**src/hdl/swarq_pkg.sv**
```systemverilog
// Shared types and constants for the sliding window ARQ sender.
`timescale 1ns / 1ps
`default_nettype none
package swarq_pkg;

  localparam int MAX_PACKETS = 1024;
  localparam int MAX_WINDOW  = 32;
  localparam int PKT_W       = $clog2(MAX_PACKETS);
  localparam int SEQ_W       = $clog2(MAX_PACKETS + 1);
  localparam int WIN_W       = $clog2(MAX_WINDOW + 1);
  localparam int RETRY_W     = 3;
  localparam int CFG_IDX_W   = 2;
  localparam int CFG_DATA_W  = 11;
  localparam int QUEUE_DEPTH = 2;

  // Event kinds as carried on the input word.
  localparam logic [1:0] KIND_START   = 2'd0;
  localparam logic [1:0] KIND_ACK     = 2'd1;
  localparam logic [1:0] KIND_TIMEOUT = 2'd2;

  // Error codes reported in every result word.
  localparam logic [1:0] ERR_NONE   = 2'd0;
  localparam logic [1:0] ERR_FAILED = 2'd1;
  localparam logic [1:0] ERR_RANGE  = 2'd2;

  // Configuration register indexes.
  localparam logic [CFG_IDX_W-1:0] CFG_WINDOW_SIZE   = 2'd0;
  localparam logic [CFG_IDX_W-1:0] CFG_TOTAL_PACKETS = 2'd1;
  localparam logic [CFG_IDX_W-1:0] CFG_RETRY_LIMIT   = 2'd2;

  typedef struct packed {
    logic [1:0]       kind;
    logic [PKT_W-1:0] ack_seq;
  } in_word_t;

  typedef struct packed {
    logic             send_valid;
    logic [PKT_W-1:0] send_seq;
    logic             is_retransmit;
    logic [SEQ_W-1:0] window_base;
    logic             done_res;
    logic [1:0]       error_code;
    logic             last;
  } out_word_t;

  typedef enum logic [1:0] {
    OP_START,
    OP_ACK,
    OP_TIMEOUT,
    OP_NOP
  } op_e;

  typedef struct packed {
    op_e              op;
    logic [PKT_W-1:0] ack_seq;
  } cmd_t;

  // Clamped configuration as seen by the sequencer.
  typedef struct packed {
    logic [WIN_W-1:0]   window;
    logic [SEQ_W-1:0]   total;
    logic [RETRY_W-1:0] retry_limit;
  } cfg_t;

  typedef enum logic [2:0] {
    ST_IDLE,
    ST_ACK_RD,
    ST_TO_RD,
    ST_SLIDE,
    ST_SLIDE_CHK,
    ST_SEND
  } back_state_e;

endpackage
`default_nettype wire

```
**src/hdl/swarq_front.sv**
```systemverilog
// Input side: decode event words into commands and hold them in a short queue.
`timescale 1ns / 1ps
`default_nettype none
module swarq_front import swarq_pkg::*; (
  input  wire logic     clk_i,
  input  wire logic     rst_ni,
  input  wire logic     in_valid_i,
  output logic          in_ready_o,
  input  wire in_word_t in_data_i,
  output logic          cmd_valid_o,
  output cmd_t          cmd_o,
  input  wire logic     cmd_pop_i
);

  localparam int PTR_W = (QUEUE_DEPTH > 1) ? $clog2(QUEUE_DEPTH) : 1;
  localparam int CNT_W = $clog2(QUEUE_DEPTH + 1);

  cmd_t             queue_q [QUEUE_DEPTH];
  logic [PTR_W-1:0] wr_ptr_q, wr_ptr_d;
  logic [PTR_W-1:0] rd_ptr_q, rd_ptr_d;
  logic [CNT_W-1:0] count_q, count_d;
  logic             push, pop;
  cmd_t             cmd_new;

  always_comb begin
    cmd_new.ack_seq = in_data_i.ack_seq;
    case (in_data_i.kind)
      KIND_START:   cmd_new.op = OP_START;
      KIND_ACK:     cmd_new.op = OP_ACK;
      KIND_TIMEOUT: cmd_new.op = OP_TIMEOUT;
      default:      cmd_new.op = OP_NOP;
    endcase
  end

  assign in_ready_o  = (count_q != CNT_W'(QUEUE_DEPTH));
  assign cmd_valid_o = (count_q != '0);
  assign cmd_o       = queue_q[rd_ptr_q];
  assign push        = in_valid_i && in_ready_o;
  assign pop         = cmd_pop_i && cmd_valid_o;

  always_comb begin
    wr_ptr_d = wr_ptr_q;
    rd_ptr_d = rd_ptr_q;
    count_d  = count_q;
    if (push) begin
      wr_ptr_d = (wr_ptr_q == PTR_W'(QUEUE_DEPTH - 1)) ? '0 : wr_ptr_q + 1'b1;
    end
    if (pop) begin
      rd_ptr_d = (rd_ptr_q == PTR_W'(QUEUE_DEPTH - 1)) ? '0 : rd_ptr_q + 1'b1;
    end
    if (push && !pop) begin
      count_d = count_q + 1'b1;
    end else if (pop && !push) begin
      count_d = count_q - 1'b1;
    end
  end

  always_ff @(posedge clk_i or negedge rst_ni) begin
    if (!rst_ni) begin
      wr_ptr_q <= '0;
      rd_ptr_q <= '0;
      count_q  <= '0;
    end else begin
      wr_ptr_q <= wr_ptr_d;
      rd_ptr_q <= rd_ptr_d;
      count_q  <= count_d;
    end
  end

  always_ff @(posedge clk_i) begin
    if (push) begin
      queue_q[wr_ptr_q] <= cmd_new;
    end
  end

endmodule
`default_nettype wire

```
**config.mk**
```make
export PLATFORM = sky130hd
export DESIGN_NAME = swarq_front
export DESIGN_NICKNAME = d
export VERILOG_FILES = /design/src/hdl/swarq_pkg.sv /design/src/hdl/swarq_front.sv
export SDC_FILE = /design/constraint.sdc
export NUM_CORES = 1
export LEC_CHECK = 0
export ABC_CLOCK_PERIOD_IN_PS = 1500
export BUFFER_PORTS_ARGS = -buffer_cell sky130_fd_sc_hd__buf_2
export CAP_MARGIN = 30
export CORE_MARGIN = 2
export CORE_UTILIZATION = 45
export DETAILED_ROUTE_END_ITERATION = 8
export HOLD_SLACK_MARGIN = 0.03
export PLACE_DENSITY_LB_ADDON = 0.08
export SLEW_MARGIN = 20
export SYNTH_ARGS = -nofsm -noshare
export SYNTH_HDL_FRONTEND = slang
export SYNTH_SLANG_ARGS = --single-unit
```
**constraint.sdc**
```tcl
create_clock -name clk_i -period 1.5 [get_ports clk_i]
set_input_delay 0.075 -clock clk_i [delete_from_list [all_inputs] [get_ports clk_i]]
set_output_delay 0.075 -clock clk_i [all_outputs]
set_load 0.01 [all_outputs]
```
# == Word-level counts from Yosys, hierarchy flattened ==
# Memories as Yosys holds them, arrays and structs flattened.
# Index checks and enable logic that the tools add are counted.
# word_totals
wordCells,27
ff_bits,4
n_memories,1
in_bits,16
ram_bits,24
output_inout_bits,14
# mem_list
memory,depth,width,read_ports,rd_clocked_by_memory_dff,wr,line_no,rtl
queue_q,2,12,1,0,1,swarq_front.sv:18,cmd_t queue_q [QUEUE_DEPTH];
# op_classes
reduce_logical,9
add_sub_neg,4
mux,7
n_eq_ne,3
# ops
op,count
case mux 2 bit (3 select lines),1
logical AND 1 bit,4
two-way mux 1 bit,4
two-way mux 2 bit,2
nonzero test 2 bit,2
adder 1 bit (second input constant),2
adder 2 x 1 -> 2 bit (second input constant),1
== test 2 x 1 -> 1 bit (second input constant),1
== test 2 bit (second input constant),1
zero test 1 bit,2
zero test 2 bit,1
!= test 2 bit (second input constant),1
subtractor 2 x 1 -> 2 bit (second input constant),1

# == Logic depth before layout (Yosys ltp) ==
# Gate-level depths: netlist (run 1).
# logic_depth
word_depth,6
ltp_mapped,7

# == Worst setup path after synthesis (run 1) ==
# No wires, ideal clock.
# synth_path
path_kind,register to register
start,register count_q[0]
end,memory queue_q[0][0] in the netlist's numbering (enable)
setup_slack_ns,-0.061
t_required_ns,1.120
stages_incl_launch_ff,4
n_path_buf,0
t_arrival_ns,1.181
synth_period_minus_slack_ns,1.561
path_cell_list,dfrtp_1 nand2b_4 nand2_1 nor2_1
# synth_via
elab_chain_len,4
# synth_lines
element,line_no,rtl
from (decl),swarq_front.sv:21,"logic [CNT_W-1:0] count_q, count_d;"
from (signal assigned),swarq_front.sv:66,count_q <= count_d;
!= test 2 bit,swarq_front.sv:35,assign in_ready_o = (count_q != CNT_W'(QUEUE_DEPTH));
via in_ready_o,swarq_front.sv:8,"output logic in_ready_o,"
logical AND 1 bit,swarq_front.sv:38,assign push = in_valid_i && in_ready_o;
two-way mux 1 bit,swarq_front.sv:71,if (push) begin
two-way mux 1 bit (implied by the code),swarq_front.sv:72,queue_q[wr_ptr_q] <= cmd_new;
to (decl),swarq_front.sv:18,
# The timed path passes the listed nets, and every way through them passes these cells.

# == Final worst setup path (run 1) ==
# layout_path
start,register count_q[1]
end,register count_q[1]
# layout_via
elab_chain_len,5
# layout_lines
element,line_no,rtl
!= test 2 bit (*),swarq_front.sv:35,
logical AND 1 bit (*),swarq_front.sv:38,
via push,swarq_front.sv:22,"logic push, pop;"
zero test 1 bit,swarq_front.sv:53,end else if (pop && !push) begin
logical AND 1 bit,swarq_front.sv:53,
nonzero test 2 bit (no line),-,
# Mark *: on every way through the listed nets, which the timed path passes. The rest lies on a longest branch. The select of a mux whose other input is x is not followed.
# A chain may end at the register's enable or synchronous reset.

==> impl_results.rst, run 1 <==
.. list-table::
   :header-rows: 1

   * - Metric
     - Value
   * - WP data required
     - roughly 1.7 ns
   * - CTS root buffer
     - sky130_fd_sc_hd__clkbuf_4
   * - CP delay by family, top
     - flip-flops
   * - Port Buffer Count
     - 29
   * - Synthesized netlist cell count
     - 57
   * - Clock transition at the register clock pins on the worst setup and hold paths after CTS
     - 0.14 ns
   * - Average cell area after synthesis
     - roughly 19 um2
   * - Cells along the critical path
     - buf_4, nand2b_4, nand2_2, inv_1, ha_4, xor2_1, nor2_1, xor2_1
   * - Yosys Warn Count
     - 0
   * - Total die area
     - about 2800 um2
   * - Biggest cell delay along the critical path
     - 0.45 ns
   * - Num Clock Sinks
     - 28
   * - IR drop worst, VDD
     - ~1.2 mV
   * - Fin nets
     - between 100 and 150
   * - Number of distinct standard cells referenced by the synthesized netlist
     - 15
   * - Layout-stage area growth over the synthesis result
     - 39.6%
   * - Buffer and inverter count on the worst path
     - 2
   * - Outcome
     - completed
   * - Initial detailed-routing violation count
     - 6
   * - Height of the chip
     - about 53 um
   * - Max_cap viols
     - 0
   * - Share of layout cells above drive strength 1
     - 54.5%
   * - Post-synthesis net count
     - 74
   * - Number of antenna violations at the first check in global routing
     - 0
   * - Utilization of the core after routing
     - approximately two thirds
   * - All-Layer GR Usage
     - between 10% and 20%
   * - Placed wire-length estimate after detailed placement
     - roughly 1100 um
   * - Core ar.
     - approximately 2300 um2
   * - Count of antenna diodes in the layout
     - 0
   * - Vias per std cell
     - between 4 and 5
   * - Final number of hold-violating endpoints
     - 0
   * - Proportion of synthesized chip area in sequential cells
     - between 70% and 80%
   * - Final critical path time including I/O delays and setup
     - ~1.4 ns
   * - Routability congestion estimate
     - 0.591
   * - Via count of the first global-routing pass
     - 506
   * - Leakage dissipation
     - 0.612 nW
   * - Antenna Nets Post-Route
     - 0
   * - Starting density of the core
     - between 40% and 50%
   * - Horizontal die dimension
     - 53.1 um
   * - Overall overflow remaining after global route
     - 0
   * - Count of TritonRoute iterations in the first routing pass
     - 2
   * - Slew Viols, Final
     - 0
   * - Number of standard cells in the final layout excluding fillers
     - ~140
   * - Final worst hold slack
     - approximately 0.069 ns
   * - Share of the clock period used by the worst path
     - a little over nine tenths
   * - RSZ-0062 raised after global routing
     - no
   * - Worst clock skew
     - just under 0.004 ns
   * - Number of design rule violations left after detail routing
     - 0
   * - Path class of the lowest-slack min-delay path
     - input pin to asynchronous set/reset pin
   * - Arrival @ worst endpoint
     - between 1.5 and 2 ns
   * - Crit-path max FO
     - 3
   * - Detailed Route WL
     - 1600 um
   * - Critical-path top delay cell
     - sky130_fd_sc_hd__dfrtp_2
   * - Number of H-tree branching levels
     - 1
   * - Vias post-DR
     - 618
   * - Achievable Freq
     - around 710 MHz
   * - Final setup violation count
     - 0
   * - Routed WL per cell
     - about 12 um
   * - Slew @ Worst Pin
     - between 0.15 and 0.2 ns
   * - Number of top-level pins
     - 30
   * - Setup Crit Path Kind
     - flop to flop
   * - Clock tree from TritonCTS
     - yes
   * - Critical path's most frequent cell
     - sky130_fd_sc_hd__xor2_1
   * - Cell Count Post-Placement
     - approximately 120
   * - Number of rows created at floorplan
     - 17
   * - Number of clock buffers inserted by TritonCTS
     - 3
   * - #FFs+latches synth
     - 28
   * - Global-route wire length before repair
     - 2210 um
   * - Largest net degree at the start of global routing
     - 16
   * - Normalized max-slew margin
     - between 80% and 90%
   * - Clock insertion delay at the later pin of the skew report
     - 0.31 ns
   * - Clk buf depth
     - 2
   * - Critical path startpoint category
     - flop
   * - Critical path endpoint category
     - flop
   * - Mapped Area
     - 1090 um2
   * - Pwr per Cell Area
     - approximately 1700 nW/um2
   * - TNS Setup
     - 0 ns
cells in the mapped netlist, drive strengths merged:
library cell	number	area share (%)
edfxtp	24	66
mux2	12	12
dfrtp	4	9.2
xnor2	3	2.4
clkbuf	2	0.69
nand2	2	1.4
nor2	2	0.69
xor2	2	1.6
and3	1	0.58
buf	1	1.0
ha	1	1.2
inv	1	0.35
nand2b	1	1.3
or2	1	0.81
stage by stage:
stage | area (um2) | power [mW] | setup slack (ns)
after global placement | 1310 | 2.14 | 0.148
final | 1520 | 2.55 | 0.0835
after global routing | 1520 | 2.72 | 0.0154
after detailed placement | 1310 | 2.16 | 0.0959
after CTS | 1470 | 2.48 | 0.0615
after floorplan | 1090 | 1.79 | 0.116
final cells by class:
type / count / area [um2]
Multi-Input combinational cell: 25 / 260
Clock buffer: 4 / 26.3
Sequential cell: 28 / 822
Inverter: 1 / 3.75
Timing Repair Buffer: 52 / 369
Tap cell: 28 / 35.0
Fill cell: 171 / 738
where the power goes:
group | internal (mW) | switching (mW) | leakage [nW]
Combinational | 0.610 | 0.476 | 0.328
Clock | 0.104 | 0.199 | 0.0150
Sequential | 1.08 | 0.0804 | 0.269
kinds of logic (layout without fill, tap and decap cells):
kind of cell  Yosys count  count (layout)  synth area share [%]
fa+ha+maj               1               1                  1.15
buf+inv                 4              57                  2.07
flops                  28              28                  75.6
simple gates            7               7                  4.72
mux                    12              12                  12.4
xor+xnor                5               5                  4.03
sequential cells by signal, summed over array words and instances, names as in the netlist:
name / cells
count_q: 2
queue_q: 24
rd_ptr_q: 1
wr_ptr_q: 1
layer usage:
layer | share of wire, % | GRT usage, % | routed length (um) | up-vias
met4 | 0.81 | 6.41 | 13 | 0
met2 | 49 | 19.8 | 783 | 17
li1 | - | - | - | 312
met3 | 5.6 | 1.69 | 89 | 2
met5 | 0 | 0 | 0 | -
met1 | 45 | 13.4 | 711 | 287
worst paths after layout:
check	slack, ns	depth (start not counted)	from	to
max	0.08	8	count_q[1]$_DFFE_PN0P_	count_q[1]$_DFFE_PN0P_
min	0.07	2	rst_ni	count_q[0]$_DFFE_PN0P_
max reg2reg	0.08	8	count_q[1]$_DFFE_PN0P_	count_q[1]$_DFFE_PN0P_
min reg2reg	0.53	1	wr_ptr_q$_DFFE_PN0P_	wr_ptr_q$_DFFE_PN0P_
max in group asynchronous	1.30	2	rst_ni	count_q[1]$_DFFE_PN0P_
min in group clk_i	0.11	4	in_valid_i	wr_ptr_q$_DFFE_PN0P_
what timing repair did:
| action | CTS | global route |
|---|---|---|
| endpoints found under the hold margin | 29 | 0 |
| hold buffers | 14 | 0 |
| buffers inserted | 0 | 3 |
| endpoints found under the setup margin | 0 | 6 |
| resized for setup | 0 | 5 |
cell usage in the layout, fill, tap and decap left out:
cell type / instances
sky130_fd_sc_hd__or2_4: 1
sky130_fd_sc_hd__clkbuf_4: 3
sky130_fd_sc_hd__nor2_2: 1
sky130_fd_sc_hd__buf_12: 1
sky130_fd_sc_hd__dfrtp_1: 3
sky130_fd_sc_hd__xor2_1: 2
sky130_fd_sc_hd__nand2_2: 1
sky130_fd_sc_hd__nor2_1: 1
sky130_fd_sc_hd__dlygate4sd3_1: 14
sky130_fd_sc_hd__buf_2: 29
sky130_fd_sc_hd__nand2_4: 1
sky130_fd_sc_hd__clkbuf_1: 1
sky130_fd_sc_hd__inv_1: 1
sky130_fd_sc_hd__xnor2_1: 3
sky130_fd_sc_hd__buf_6: 1
sky130_fd_sc_hd__dfrtp_2: 1
sky130_fd_sc_hd__edfxtp_1: 24
sky130_fd_sc_hd__mux2_2: 12
sky130_fd_sc_hd__and3_1: 1
sky130_fd_sc_hd__buf_4: 7
sky130_fd_sc_hd__ha_4: 1
sky130_fd_sc_hd__nand2b_4: 1
(Power assumes the default switching activity.)
==> run 2: changes to the inputs <==
--- a/config.mk
+++ b/config.mk
@@ -7,2 +7,3 @@
 export LEC_CHECK = 0
+export ABC_AREA = 1
 export ABC_CLOCK_PERIOD_IN_PS = 1500
@@ -15,2 +16,3 @@
 export PLACE_DENSITY_LB_ADDON = 0.08
+export SKIP_CTS_REPAIR_TIMING = 1
 export SLEW_MARGIN = 20
==> constraint.sdc (replaced) <==
create_clock -name clk_i -period 1.5 [get_ports clk_i]
set_input_delay 0.15 -clock clk_i [delete_from_list [all_inputs] [get_ports clk_i]]
set_output_delay 0.15 -clock clk_i [all_outputs]
set_load 0.01 [all_outputs]
==> run 2 against run 1 <==
Critical path type unchanged. Via count increased by 24%. Sequential share of layout area up 1.2 points. Combinational power down 6%. Non-clock buffer count is 6 lower. Largest power group unchanged. Power fell by 0.64%. Highest routed layer unchanged. Die area increased by 3.5%. Worst setup slack better by 0.025 ns.
==> impl_results.rst, run 2 <==
.. list-table::
   :header-rows: 1

   * - Metric
     - Value
   * - Outcome
     - completed
   * - Most numerous cell in the Yosys netlist
     - sky130_fd_sc_hd__nand2_1
   * - Detailed Route WL
     - 1950 um
   * - Clock transition at the register clock pins on the worst setup and hold paths after CTS
     - about 0.15 ns
   * - Arrival @ worst endpoint
     - 1.62 ns
   * - Layout-stage area growth over the synthesis result
     - 31.3%
   * - All-Layer GR Usage
     - around 14%
   * - Most used cells in the layout excluding fill and tap cells
     - sky130_fd_sc_hd__nand2_1 (42), sky130_fd_sc_hd__buf_2 (29), sky130_fd_sc_hd__edfxtp_1 (24)
   * - Routed WL per cell
     - 11.6 um
   * - Setup slack after placement
     - 0.136 ns
   * - Most area-hungry cell type in the Yosys netlist
     - sky130_fd_sc_hd__edfxtp_1
   * - Count of antenna diodes in the layout
     - 0
   * - Yosys Warn Count
     - 0
   * - Largest net degree at the start of global routing
     - 16
   * - CTS root buffer
     - sky130_fd_sc_hd__clkbuf_4
   * - Vias post-DR
     - 766
   * - Normalized max-slew margin
     - a little over four fifths
   * - Combinational family with the most area after synthesis
     - simple AND/OR/NAND/NOR gates
   * - Portion of synthesized cell area occupied by the leading cell type
     - around 64%
   * - Max_cap viols
     - 0
   * - Utilization of the core after routing
     - between 60% and 70%
   * - Height of the chip
     - 54.1 um
   * - Total die area
     - ~2900 um2
   * - Fin worst setup slack
     - around 0.11 ns
   * - Number of rows created at floorplan
     - 18
   * - Number of distinct standard cells referenced by the synthesized netlist
     - 16
   * - Mapped Area
     - around 1100 um2
   * - #FFs+latches synth
     - 28
   * - Number of design rule violations left after detail routing
     - 0
   * - Number of H-tree branching levels
     - 1
   * - Most common library cell in the layout ignoring fill and taps
     - sky130_fd_sc_hd__nand2_1
   * - Number of top-level pins
     - 30
   * - Number of clock buffers inserted by TritonCTS
     - 3
   * - Overall overflow remaining after global route
     - 0
   * - Vias per std cell
     - between 4 and 5
   * - WP data required
     - ~1.7 ns
   * - Largest reg by FF count
     - queue_q
   * - Slew Viols, Final
     - 0
   * - Final Instance Area
     - roughly 1500 um2
   * - Critical path endpoint category
     - flop
   * - Routability congestion estimate
     - approximately 0.72
   * - Port Buffer Count
     - 29
   * - Global-route wire length before repair
     - ~2800 um
   * - Proportion of synthesized chip area in sequential cells
     - about 73%
   * - Fraction of the mapped netlist area in compound gates
     - 0%
   * - Clk buf depth
     - 2
   * - IR drop worst, VDD
     - 1.03 mV
   * - Ranking of synthesized cells by instance count
     - sky130_fd_sc_hd__nand2_1 (42), sky130_fd_sc_hd__edfxtp_1 (24), sky130_fd_sc_hd__dfrtp_1 (4), sky130_fd_sc_hd__inv_1 (4), sky130_fd_sc_hd__inv_2 (3)
   * - Post-synthesis mux area share
     - 0%
   * - Total power consumption of the routed design
     - between 2 and 3 mW
   * - Top flip-flop cell by instance count after synthesis
     - sky130_fd_sc_hd__edfxtp_1
   * - TNS Setup
     - 0 ns
   * - Post-synthesis net count
     - 110
   * - Leading post-synthesis cells by cell area
     - sky130_fd_sc_hd__edfxtp_1 (64%), sky130_fd_sc_hd__nand2_1 (14%), sky130_fd_sc_hd__dfrtp_1 (8.9%)
   * - Num Clock Sinks
     - 28
   * - Final number of hold-violating endpoints
     - 0
   * - Pwr per Cell Area
     - ~1700 nW/um2
   * - Horizontal die dimension
     - around 54 um
   * - Total cell area at the placement stage
     - approximately 1300 um2
   * - Share of layout cells above drive strength 1
     - between 30% and 40%
   * - Clock insertion delay at the later pin of the skew report
     - 0.32 ns
   * - Via count of the first global-routing pass
     - between 600 and 700
   * - Slew @ Worst Pin
     - around 0.25 ns
   * - Share of the clock period used by the worst path
     - between 90% and 100%
   * - Simple-gate share of the synthesized area
     - approximately a fifth
   * - Arithmetic-cell share of the synthesized area counting full adders, half adders and majority gates
     - 1.11%
   * - Starting density of the core
     - between 40% and 50%
   * - Final setup violation count
     - 0
   * - Number of antenna violations at the first check in global routing
     - 0
   * - Synthesized netlist cell count
     - 93
   * - EDFF count, synth
     - 24
   * - Path class of the lowest-slack min-delay path
     - input pin to flop
   * - Average cell area after synthesis
     - roughly 12 um2
   * - Share of flip-flops with an asynchronous set or reset after synthesis
     - about 14%
   * - Achievable Freq
     - ~720 MHz
   * - Number of flip-flops under the largest register name
     - 24
   * - Crit-path max FO
     - 4
   * - Largest registers in the final layout
     - queue_q x24, count_q x2
   * - RSZ-0062 raised after global routing
     - no
   * - Final critical path time including I/O delays and setup
     - 1.39 ns
   * - Initial detailed-routing violation count
     - 15
   * - Placed wire-length estimate after detailed placement
     - between 1000 and 1500 um
   * - Fin nets
     - 157
   * - Antenna Nets Post-Route
     - 0
   * - Post-synthesis share of cell area spent on xor and xnor gates
     - 2.22%
   * - Leakage dissipation
     - 0.680 nW
   * - Clock tree from TritonCTS
     - yes
   * - Count of TritonRoute iterations in the first routing pass
     - 4
   * - Worst clock skew
     - roughly 0.008 ns
   * - Core ar.
     - roughly 2400 um2
   * - Setup Crit Path Kind
     - flop to flop
   * - Critical path startpoint category
     - flop
run 2: layout make-up:
class | instances | area [um2]
clock buffers | 4 | 36.3
fillers | 210 | 952
inverters | 7 | 26.3
multi-input cells | 54 | 254
flip-flops and latches | 28 | 821
well taps | 30 | 37.5
repair buffers | 46 | 305
run 2: logic make-up (layout without fill, tap and decap cells):
logic type	count (synthesis)	in the layout
and+or+nand+nor	51	51
xor gates and xnor gates	2	2
buffers and inverters	11	57
adders and majority gates	1	1
DFF	28	28
run 2: layer usage:
layer,GRT usage (%),wire (um),vias to the layer above
met5,0,0,-
met1,17.9,883,351
met3,2.50,68,2
li1,-,-,396
met2,22.4,986,17
met4,7.50,15,0
run 2: power by group:
part	switching, mW	internal, mW	total, mW
combinational	0.621	0.401	1.02
sequential	0.0780	1.08	1.15
clock	0.210	0.148	0.359
total	0.909	1.63	2.53
run 2: through the flow:
stage | hold slack, ns | cells
5_1_grt | 0.0853 | 169
4_1_cts | -0.409 | 156
3_3_place_gp | -0.0368 | 152
6_report | 0.0726 | 169
2_1_floorplan | -0.146 | 93
3_5_place_dp | -0.0378 | 152
run 2: worst paths after layout:
check / from / end / slack, ns / cells past startpoint
max: count_q[0]$_DFFE_PN0P_ / count_q[1]$_DFFE_PN0P_ / 0.11 / 9
min: cmd_pop_i / rd_ptr_q$_DFFE_PN0P_ / 0.07 / 3
max reg2reg: count_q[0]$_DFFE_PN0P_ / count_q[1]$_DFFE_PN0P_ / 0.11 / 9
min reg2reg: count_q[0]$_DFFE_PN0P_ / count_q[0]$_DFFE_PN0P_ / 0.52 / 1
max in group asynchronous: rst_ni / count_q[1]$_DFFE_PN0P_ / 1.24 / 2
min in group asynchronous: rst_ni / count_q[0]$_DFFE_PN0P_ / 0.14 / 2
run 2: critical path, stage by stage (launching register included):
cell and delay, ns:
sky130_fd_sc_hd__dfrtp_1 0.44, sky130_fd_sc_hd__inv_2 0.11, sky130_fd_sc_hd__nand2_4 0.06, sky130_fd_sc_hd__nand2_4 0.08, sky130_fd_sc_hd__inv_1 0.04, sky130_fd_sc_hd__ha_1 0.31, sky130_fd_sc_hd__inv_1 0.08, sky130_fd_sc_hd__nand3_1 0.07
sky130_fd_sc_hd__nand2_1 0.06, sky130_fd_sc_hd__nand2_1 0.04
